**src/hdl/des_pkg.sv**
```systemverilog
// ----------------------------------------------------------------------------
// des_pkg - shared types and codes of the delayed event scheduler
// Field widths, operation codes and event kinds used across the block.
// ----------------------------------------------------------------------------
package des_pkg;

  localparam int HANDLE_W = 16;
  localparam int TIME_W   = 32;
  localparam int OP_W     = 2;
  localparam int KIND_W   = 2;
  localparam int ENTRY_W  = HANDLE_W + TIME_W;

  typedef logic [HANDLE_W-1:0] handle_t;
  typedef logic [TIME_W-1:0]   time_t;
  typedef logic [OP_W-1:0]     op_t;
  typedef logic [KIND_W-1:0]   kind_t;

  localparam op_t OP_SCHEDULE = 2'd0;
  localparam op_t OP_TICK     = 2'd1;
  localparam op_t OP_CLEAR    = 2'd2;

  localparam kind_t KIND_PLAYED  = 2'd0;
  localparam kind_t KIND_QUEUED  = 2'd1;
  localparam kind_t KIND_DROPPED = 2'd2;

  // Result of one countdown step on a slot
  typedef struct packed {
    logic  fire;
    time_t remain;
  } cmp_res_t;

endpackage

```
**src/hdl/des_ram.sv**
```systemverilog
// ----------------------------------------------------------------------------
// des_ram - generic single-write, single-read RAM
// One write port and one read port; read data registered.
// ----------------------------------------------------------------------------
module des_ram #(
  parameter int WIDTH = 8,
  parameter int DEPTH = 16
) (
  input  logic                                     clk,
  input  logic                                     we,
  input  logic [((DEPTH > 1) ? $clog2(DEPTH) : 1)-1:0] waddr,
  input  logic [WIDTH-1:0]                         wdata,
  input  logic [((DEPTH > 1) ? $clog2(DEPTH) : 1)-1:0] raddr,
  output logic [WIDTH-1:0]                         rdata
);

  logic [WIDTH-1:0] mem_r [DEPTH];
  logic [WIDTH-1:0] rdata_r;

  always_ff @(posedge clk) begin
    if (we) begin
      mem_r[waddr] <= wdata;
    end
    rdata_r <= mem_r[raddr];
  end

  assign rdata = rdata_r;

endmodule

```
**src/hdl/des_cmp.sv**
```systemverilog
// ----------------------------------------------------------------------------
// des_cmp - countdown unit
// Subtract elapsed time from a slot wait; flag the slot when it expires.
// ----------------------------------------------------------------------------
module des_cmp
  import des_pkg::*;
(
  input  time_t    wait_val,
  input  time_t    elapsed,
  output cmp_res_t res
);

  logic [TIME_W:0] diff;

  assign diff       = {1'b0, wait_val} - {1'b0, elapsed};
  // fire when wait <= elapsed: borrow out or exact zero
  assign res.fire   = diff[TIME_W] | (diff[TIME_W-1:0] == '0);
  assign res.remain = diff[TIME_W-1:0];

endmodule

```
**src/hdl/delayed_event_scheduler.sv**
```systemverilog
// ----------------------------------------------------------------------------
// delayed_event_scheduler - table of countdown slots emitting delayed handles
// Schedule: delay 0 plays and a full table drops via the single result state;
// else a scan finds the lowest free slot. Tick: free slots are skipped, pending
// slots are read through one RAM read port and counted down by one shared unit.
// Clear and unused codes are done in idle. One item at a time.
// Reset (sync, active low) frees every slot; slot contents need no clearing.
// ----------------------------------------------------------------------------
module delayed_event_scheduler
  import des_pkg::*;
#(
  parameter int SLOTS = 16
) (
  input  logic          clk,
  input  logic          rst_n,
  input  logic          in_valid,
  output logic          in_ready,
  input  logic [1:0]    in_operation,
  input  logic [15:0]   in_handle,
  input  logic [31:0]   in_delay,
  input  logic [31:0]   in_elapsed,
  output logic          out_valid,
  input  logic          out_ready,
  output logic [15:0]   out_event_handle,
  output logic [1:0]    out_event_kind,
  output logic          out_last_of_run
);

  localparam int IDX_W = (SLOTS > 1) ? $clog2(SLOTS) : 1;
  localparam int TOT_W = $clog2(SLOTS + 1);

  // Sequencer states
  localparam logic [2:0] ST_IDLE    = 3'd0;
  localparam logic [2:0] ST_EMIT    = 3'd1;  // single schedule result
  localparam logic [2:0] ST_SCAN    = 3'd2;  // look for lowest free slot
  localparam logic [2:0] ST_TICK_RD = 3'd3;  // skip free slot or issue read
  localparam logic [2:0] ST_TICK_EX = 3'd4;  // count down the slot just read
  localparam logic [2:0] ST_TICK_END = 3'd5; // flush held beat as last

  logic [2:0]       state_r, state_nxt;
  logic [IDX_W-1:0] idx_r, idx_nxt;
  logic [SLOTS-1:0] pend_r, pend_nxt;
  logic [TOT_W-1:0] total_r, total_nxt;
  handle_t          handle_r, handle_nxt;
  time_t            delay_r, delay_nxt;
  time_t            elapsed_r, elapsed_nxt;
  kind_t            kind_r, kind_nxt;

  // One fired handle held back until we know whether another follows
  logic             hold_v_r, hold_v_nxt;
  handle_t          hold_h_r, hold_h_nxt;

  // Output register
  logic             out_v_r, out_v_nxt;
  handle_t          out_h_r, out_h_nxt;
  kind_t            out_k_r, out_k_nxt;
  logic             out_l_r, out_l_nxt;

  logic               ram_we;
  logic [ENTRY_W-1:0] ram_wdata;
  logic [ENTRY_W-1:0] ram_rdata;
  handle_t            rd_handle;
  time_t              rd_wait;
  cmp_res_t           cmp_res;

  logic    can_push;
  logic    push;
  handle_t push_h;
  kind_t   push_k;
  logic    push_l;
  logic    last_idx;

  // Slot RAM: {handle, remaining wait}; read address follows the scan index,
  // so data for idx_r is valid in the cycle after the index settles.
  des_ram #(
    .WIDTH (ENTRY_W),
    .DEPTH (SLOTS)
  ) u_slot_ram (
    .clk   (clk),
    .we    (ram_we),
    .waddr (idx_r),
    .wdata (ram_wdata),
    .raddr (idx_r),
    .rdata (ram_rdata)
  );

  assign rd_handle = ram_rdata[ENTRY_W-1:TIME_W];
  assign rd_wait   = ram_rdata[TIME_W-1:0];

  des_cmp u_cmp (
    .wait_val (rd_wait),
    .elapsed  (elapsed_r),
    .res      (cmp_res)
  );

  assign in_ready = (state_r == ST_IDLE);
  assign can_push = !out_v_r || out_ready;
  assign last_idx = (idx_r == IDX_W'(SLOTS - 1));

  always_comb begin
    state_nxt   = state_r;
    idx_nxt     = idx_r;
    pend_nxt    = pend_r;
    total_nxt   = total_r;
    handle_nxt  = handle_r;
    delay_nxt   = delay_r;
    elapsed_nxt = elapsed_r;
    kind_nxt    = kind_r;
    hold_v_nxt  = hold_v_r;
    hold_h_nxt  = hold_h_r;
    ram_we      = 1'b0;
    ram_wdata   = {handle_r, delay_r};
    push        = 1'b0;
    push_h      = handle_r;
    push_k      = kind_r;
    push_l      = 1'b1;

    case (state_r)
      ST_IDLE: begin
        if (in_valid) begin
          handle_nxt  = in_handle;
          delay_nxt   = in_delay;
          elapsed_nxt = in_elapsed;
          idx_nxt     = '0;
          case (in_operation)
            OP_SCHEDULE: begin
              if (in_delay == '0) begin
                kind_nxt  = KIND_PLAYED;
                state_nxt = ST_EMIT;
              end else if (total_r == TOT_W'(SLOTS)) begin
                kind_nxt  = KIND_DROPPED;
                state_nxt = ST_EMIT;
              end else begin
                state_nxt = ST_SCAN;
              end
            end
            OP_TICK: begin
              // nothing pending: no beats at all
              if (total_r != '0) begin
                state_nxt = ST_TICK_RD;
              end
            end
            OP_CLEAR: begin
              pend_nxt  = '0;
              total_nxt = '0;
            end
            default: begin
              // unused code: drop it
            end
          endcase
        end
      end

      ST_EMIT: begin
        if (can_push) begin
          push      = 1'b1;
          state_nxt = ST_IDLE;
        end
      end

      ST_SCAN: begin
        // a free slot is known to exist, so the scan always ends here
        if (!pend_r[idx_r]) begin
          ram_we           = 1'b1;
          pend_nxt[idx_r]  = 1'b1;
          total_nxt        = total_r + TOT_W'(1);
          kind_nxt         = KIND_QUEUED;
          state_nxt        = ST_EMIT;
        end else begin
          idx_nxt = idx_r + IDX_W'(1);
        end
      end

      ST_TICK_RD: begin
        if (pend_r[idx_r]) begin
          state_nxt = ST_TICK_EX;
        end else if (last_idx) begin
          state_nxt = ST_TICK_END;
        end else begin
          idx_nxt = idx_r + IDX_W'(1);
        end
      end

      ST_TICK_EX: begin
        if (cmp_res.fire) begin
          // release the held beat first; stall while the output is full
          if (!hold_v_r || can_push) begin
            if (hold_v_r) begin
              push   = 1'b1;
              push_h = hold_h_r;
              push_k = KIND_PLAYED;
              push_l = 1'b0;
            end
            hold_v_nxt      = 1'b1;
            hold_h_nxt      = rd_handle;
            pend_nxt[idx_r] = 1'b0;
            total_nxt       = total_r - TOT_W'(1);
            if (last_idx) begin
              state_nxt = ST_TICK_END;
            end else begin
              idx_nxt   = idx_r + IDX_W'(1);
              state_nxt = ST_TICK_RD;
            end
          end
        end else begin
          ram_we    = 1'b1;
          ram_wdata = {rd_handle, cmp_res.remain};
          if (last_idx) begin
            state_nxt = ST_TICK_END;
          end else begin
            idx_nxt   = idx_r + IDX_W'(1);
            state_nxt = ST_TICK_RD;
          end
        end
      end

      ST_TICK_END: begin
        if (!hold_v_r) begin
          state_nxt = ST_IDLE;
        end else if (can_push) begin
          push       = 1'b1;
          push_h     = hold_h_r;
          push_k     = KIND_PLAYED;
          push_l     = 1'b1;
          hold_v_nxt = 1'b0;
          state_nxt  = ST_IDLE;
        end
      end

      default: begin
        state_nxt = ST_IDLE;
      end
    endcase
  end

  // Output register: load on push, drop once taken
  always_comb begin
    out_v_nxt = out_v_r;
    out_h_nxt = out_h_r;
    out_k_nxt = out_k_r;
    out_l_nxt = out_l_r;
    if (push) begin
      out_v_nxt = 1'b1;
      out_h_nxt = push_h;
      out_k_nxt = push_k;
      out_l_nxt = push_l;
    end else if (out_ready) begin
      out_v_nxt = 1'b0;
    end
  end

  always_ff @(posedge clk) begin
    if (!rst_n) begin
      state_r  <= ST_IDLE;
      pend_r   <= '0;
      total_r  <= '0;
      hold_v_r <= 1'b0;
      out_v_r  <= 1'b0;
      idx_r    <= '0;
    end else begin
      state_r  <= state_nxt;
      pend_r   <= pend_nxt;
      total_r  <= total_nxt;
      hold_v_r <= hold_v_nxt;
      out_v_r  <= out_v_nxt;
      idx_r    <= idx_nxt;
    end
  end

  always_ff @(posedge clk) begin
    handle_r  <= handle_nxt;
    delay_r   <= delay_nxt;
    elapsed_r <= elapsed_nxt;
    kind_r    <= kind_nxt;
    hold_h_r  <= hold_h_nxt;
    out_h_r   <= out_h_nxt;
    out_k_r   <= out_k_nxt;
    out_l_r   <= out_l_nxt;
  end

  assign out_valid        = out_v_r;
  assign out_event_handle = out_h_r;
  assign out_event_kind   = out_k_r;
  assign out_last_of_run  = out_l_r;

endmodule

```
**config.mk**
```make
export PLATFORM = sky130hd
export DESIGN_NAME = delayed_event_scheduler
export DESIGN_NICKNAME = d
export VERILOG_FILES = /design/src/hdl/des_pkg.sv /design/src/hdl/des_ram.sv /design/src/hdl/des_cmp.sv /design/src/hdl/delayed_event_scheduler.sv
export SDC_FILE = /design/constraint.sdc
export NUM_CORES = 1
export LEC_CHECK = 0
export ABC_AREA = 1
export ABC_CLOCK_PERIOD_IN_PS = 6600
export BUFFER_PORTS_ARGS = -buffer_cell sky130_fd_sc_hd__buf_2
export CAP_MARGIN = 20
export CORE_MARGIN = 2
export CORE_UTILIZATION = 35
export DETAILED_ROUTE_END_ITERATION = 10
export HOLD_SLACK_MARGIN = 0.03
export PLACE_DENSITY = 0.55
export REMOVE_ABC_BUFFERS = 1
export SLEW_MARGIN = 10
export SYNTH_ARGS = -nofsm -noshare
export SYNTH_HDL_FRONTEND = slang
export SYNTH_SLANG_ARGS = --single-unit
export TNS_END_PERCENT = 10
```
**constraint.sdc**
```tcl
create_clock -name clk -period 6.6 [get_ports clk]
set_input_delay 0.33 -clock clk [delete_from_list [all_inputs] [get_ports clk]]
set_output_delay 0.33 -clock clk [all_outputs]
set_load 0.05 [all_outputs]
```
==> metrics.md <==
| Metric | Value |
|---|---|
| Commonest non-fill, non-tap cell in the layout | `edfxtp_1` |
| Io pins | `107` |
| Leak | `0.01648 uW` |
| WL per Instance | `21.54 um` |
| Synth async-reset ratio | `0%` |
| Longest Clk Path Bufs | `3` |
| DRC | `0` |
| Syn avg cell area | `11.36 um2` |
| Row cnt | `123` |
| GP Congestion | `0.9049` |
| Layout area overhead | `16.68%` |
| Met1 usage | `26.13%` |
| Post-synthesis sequential area ratio | `70.99%` |
| Worst Skew | `44.91 ps` |
| # nets final | `3789` |
| H-tree levels | `3` |
| Status | `finished clean` |
| Cell variety after synth | `44` |
| Initial core utilization | `35.28%` |
| Vias in the first global route | `25.67k` |
| 1st-pass router iterations | `5` |
| Die height | `340.5 um` |
| Register clock-pin slew on the reported worst setup and hold paths | `60 ps` |
| Pwr/cell area | `432.0 nW/um2` |
| Fill count | `10.68k` |
| Maxcap violations | `0` |
| Synthesis-stage register bit count | `963` |
| DIE AREA | `115900 um2` |
| CTS tree | `built` |
| Placed cells | `4980` |
| Hold slack | `117.5 ps` |
| Largest net degree at the start of global routing | `148` |
| Drt initial violations | `2445` |
| Setup crit end kind | `flop` |
| Mapped Cells | `3490` |
| Later-pin clock latency in the skew report | `700 ps` |
| Vias | `26.88k` |
| Final setup violation count | `0` |
| RSZ-0062 raised after global routing | `no` |
| N_diodes | `0` |
| Core ar. | `112300 um2` |
| Post-Syn Area | `39630 um2` |
| Fmax | `0.2061 GHz` |
| Max FO, Critical Path | `32` |
| Req. time, crit path | `6940 ps` |
| Final Hold Viols | `0` |
| Root Driver | `clkbuf_16` |
| R2r setup slk | `1750 ps` |
| Final min period | `4853 ps` |
| Tot GR Track Use | `19.12%` |
| CP arrival | `5190 ps` |
| CP startpoint kind | `flop` |
| Fin cells | `5247` |
| Grt ovf | `0` |
| Most frequent cells in the layout | `885 x edfxtp_1, 628 x nand2_1, 527 x nor2_1` |
| Slew HR | `25.31%` |
| Die X | `340.5 um` |
| ANT nets after route | `0` |
| Primary FF master, synth | `edfxtp_1` |
| Fin crit share | `73.53%` |
| GR Util met2 | `31.31%` |
| Fin. max-slew vios | `0` |
| DR vias/cell | `5.122` |
| CP Class | `flop to flop` |
| GR peak layer | `met2` |
| Share of cells above drive strength 1 | `10.17%` |
| Total number of yosys warnings | `0` |
| IO Port Bufs | `106` |
| Post-Route WL | `113000 um` |
| Multi-input logic area | `10090 um2` |
| Clock Sinks | `963` |
| Initial antenna violation count | `2` |
| Register area | `28140 um2` |
| First-pass GRT wire length | `165800 um` |
| Met3 Resource Use GR | `2.913%` |
| Worst Hold Class | `primary input to flop` |
| Post-synth EDFFs | `885` |
| VDD IR max | `0.2797 mV` |
| TritonCTS Buffers | `98` |
| DPL Wire Length | `60910 um` |
| Slew of the pin with the lowest slew margin | `1120 ps` |
-- kinds of logic (layout without fill, tap and decap cells) --
family,Yosys count,after routing,share of synthesized area (%)
AO/OA/AOI/OAI,757,757,10.29
XOR/XNOR,11,11,0.2431
adder cells (fa/ha/maj),41,41,1.332
buffers and inverters,404,661,3.905
flip-flops,963,963,70.99
AND/OR/NAND/NOR,1314,1314,13.24
-- layout make-up --
cell class	instances	share of cell area, %
well taps	1500	4.058
inverters	229	1.886
clock buffers	132	5.996
flip-flops and latches	963	60.86
repair buffers	247	3.929
multi-input cells	2123	21.81
clock inverters	53	1.458
-- flip-flops by register name (all words and copies together), names as in the netlist --
name,count
u_slot_ram.mem_r,768
hold_h_r,16
idx_r,4
total_r,5
hold_v_r,1
out_valid,1
out_last_of_run,1
u_slot_ram.rdata,48
kind_r,2
pend_r,16
handle_r,16
out_event_handle,16
delay_r,32
out_event_kind,2
elapsed_r,32
state_r,3
-- metrics by stage --
stage	worst slack, ps	util (%)	setup TNS [ps]	instance area, um2	total power, uW
after CTS	1769	41.16	0	46240	20080
after global placement	1819	37.37	0	41980	14170
final	1747	41.16	0	46240	19980
after floorplan	-10830	-	-8564630	38940	12270
after detailed placement	1797	37.37	0	41980	14180
after global routing	1393	41.16	0	46240	21150
-- final timing paths --
path,from,endpoint,cells past startpoint
hold reg to reg,u_slot_ram.rdata[39],hold_h_r[7],0
setup / recovery,elapsed_r[9],u_slot_ram.mem_r[6][32],17
hold / removal,in_operation[0],kind_r[1],4
setup reg to reg,elapsed_r[9],u_slot_ram.mem_r[6][32],17
-- worst max-delay path: stages, from the launching register on --
cell,delay (ps)
edfxtp_1,370
inv_1,140
ha_1,280
nand2_1,160
inv_2,40
nand2_1,60
nand2_1,110
nand3b_1,370
xnor2_1,430
nand2_1,130
nor2_1,210
nand2_1,70
nor2_1,150
nand3_2,140
nand3_4,270
inv_2,320
buf_4,370
o21ai_1,840
-- cells in the mapped netlist, types with 16 or more instances --
cell type / number / area, um2
edfxtp_1: 885 / 26580
nand2_1: 628 / 2357
nor2_1: 538 / 2019
o21ai_0: 468 / 2342
inv_1: 209 / 784.5
o22ai_1: 192 / 1201
clkbuf_1: 150 / 563.0
dfxtp_1: 78 / 1562
nand3_1: 55 / 275.3
nand4_1: 55 / 344.1
a21oi_1: 51 / 255.2
ha_1: 39 / 488.0
o21ai_1: 26 / 130.1
buf_2: 16 / 80.08
-- repair_timing --
| item | in CTS | in global routing |
|---|---|---|
| hold endpoints to repair | 88 | 0 |
| setup buffers | 0 | 0 |
| setup endpoints to repair | 0 | 0 |
| hold buffers | 81 | 0 |
| gates resized for setup | 0 | 0 |
-- layer usage --
metal	wire, um	vias up
li1	-	12680
met1	49750	13180
met2	53220	846
met3	6609	178
met4	3453	0
met5	0	-
-- power by group --
part / internal (uW) / switching (uW) / total (uW)
clock network: 3440 / 2410 / 5850
logic: 1780 / 4410 / 6190
registers: 7620 / 310 / 7930
total: 12800 / 7130 / 20000
No activity file was read; power rests on OpenSTA's default activity.
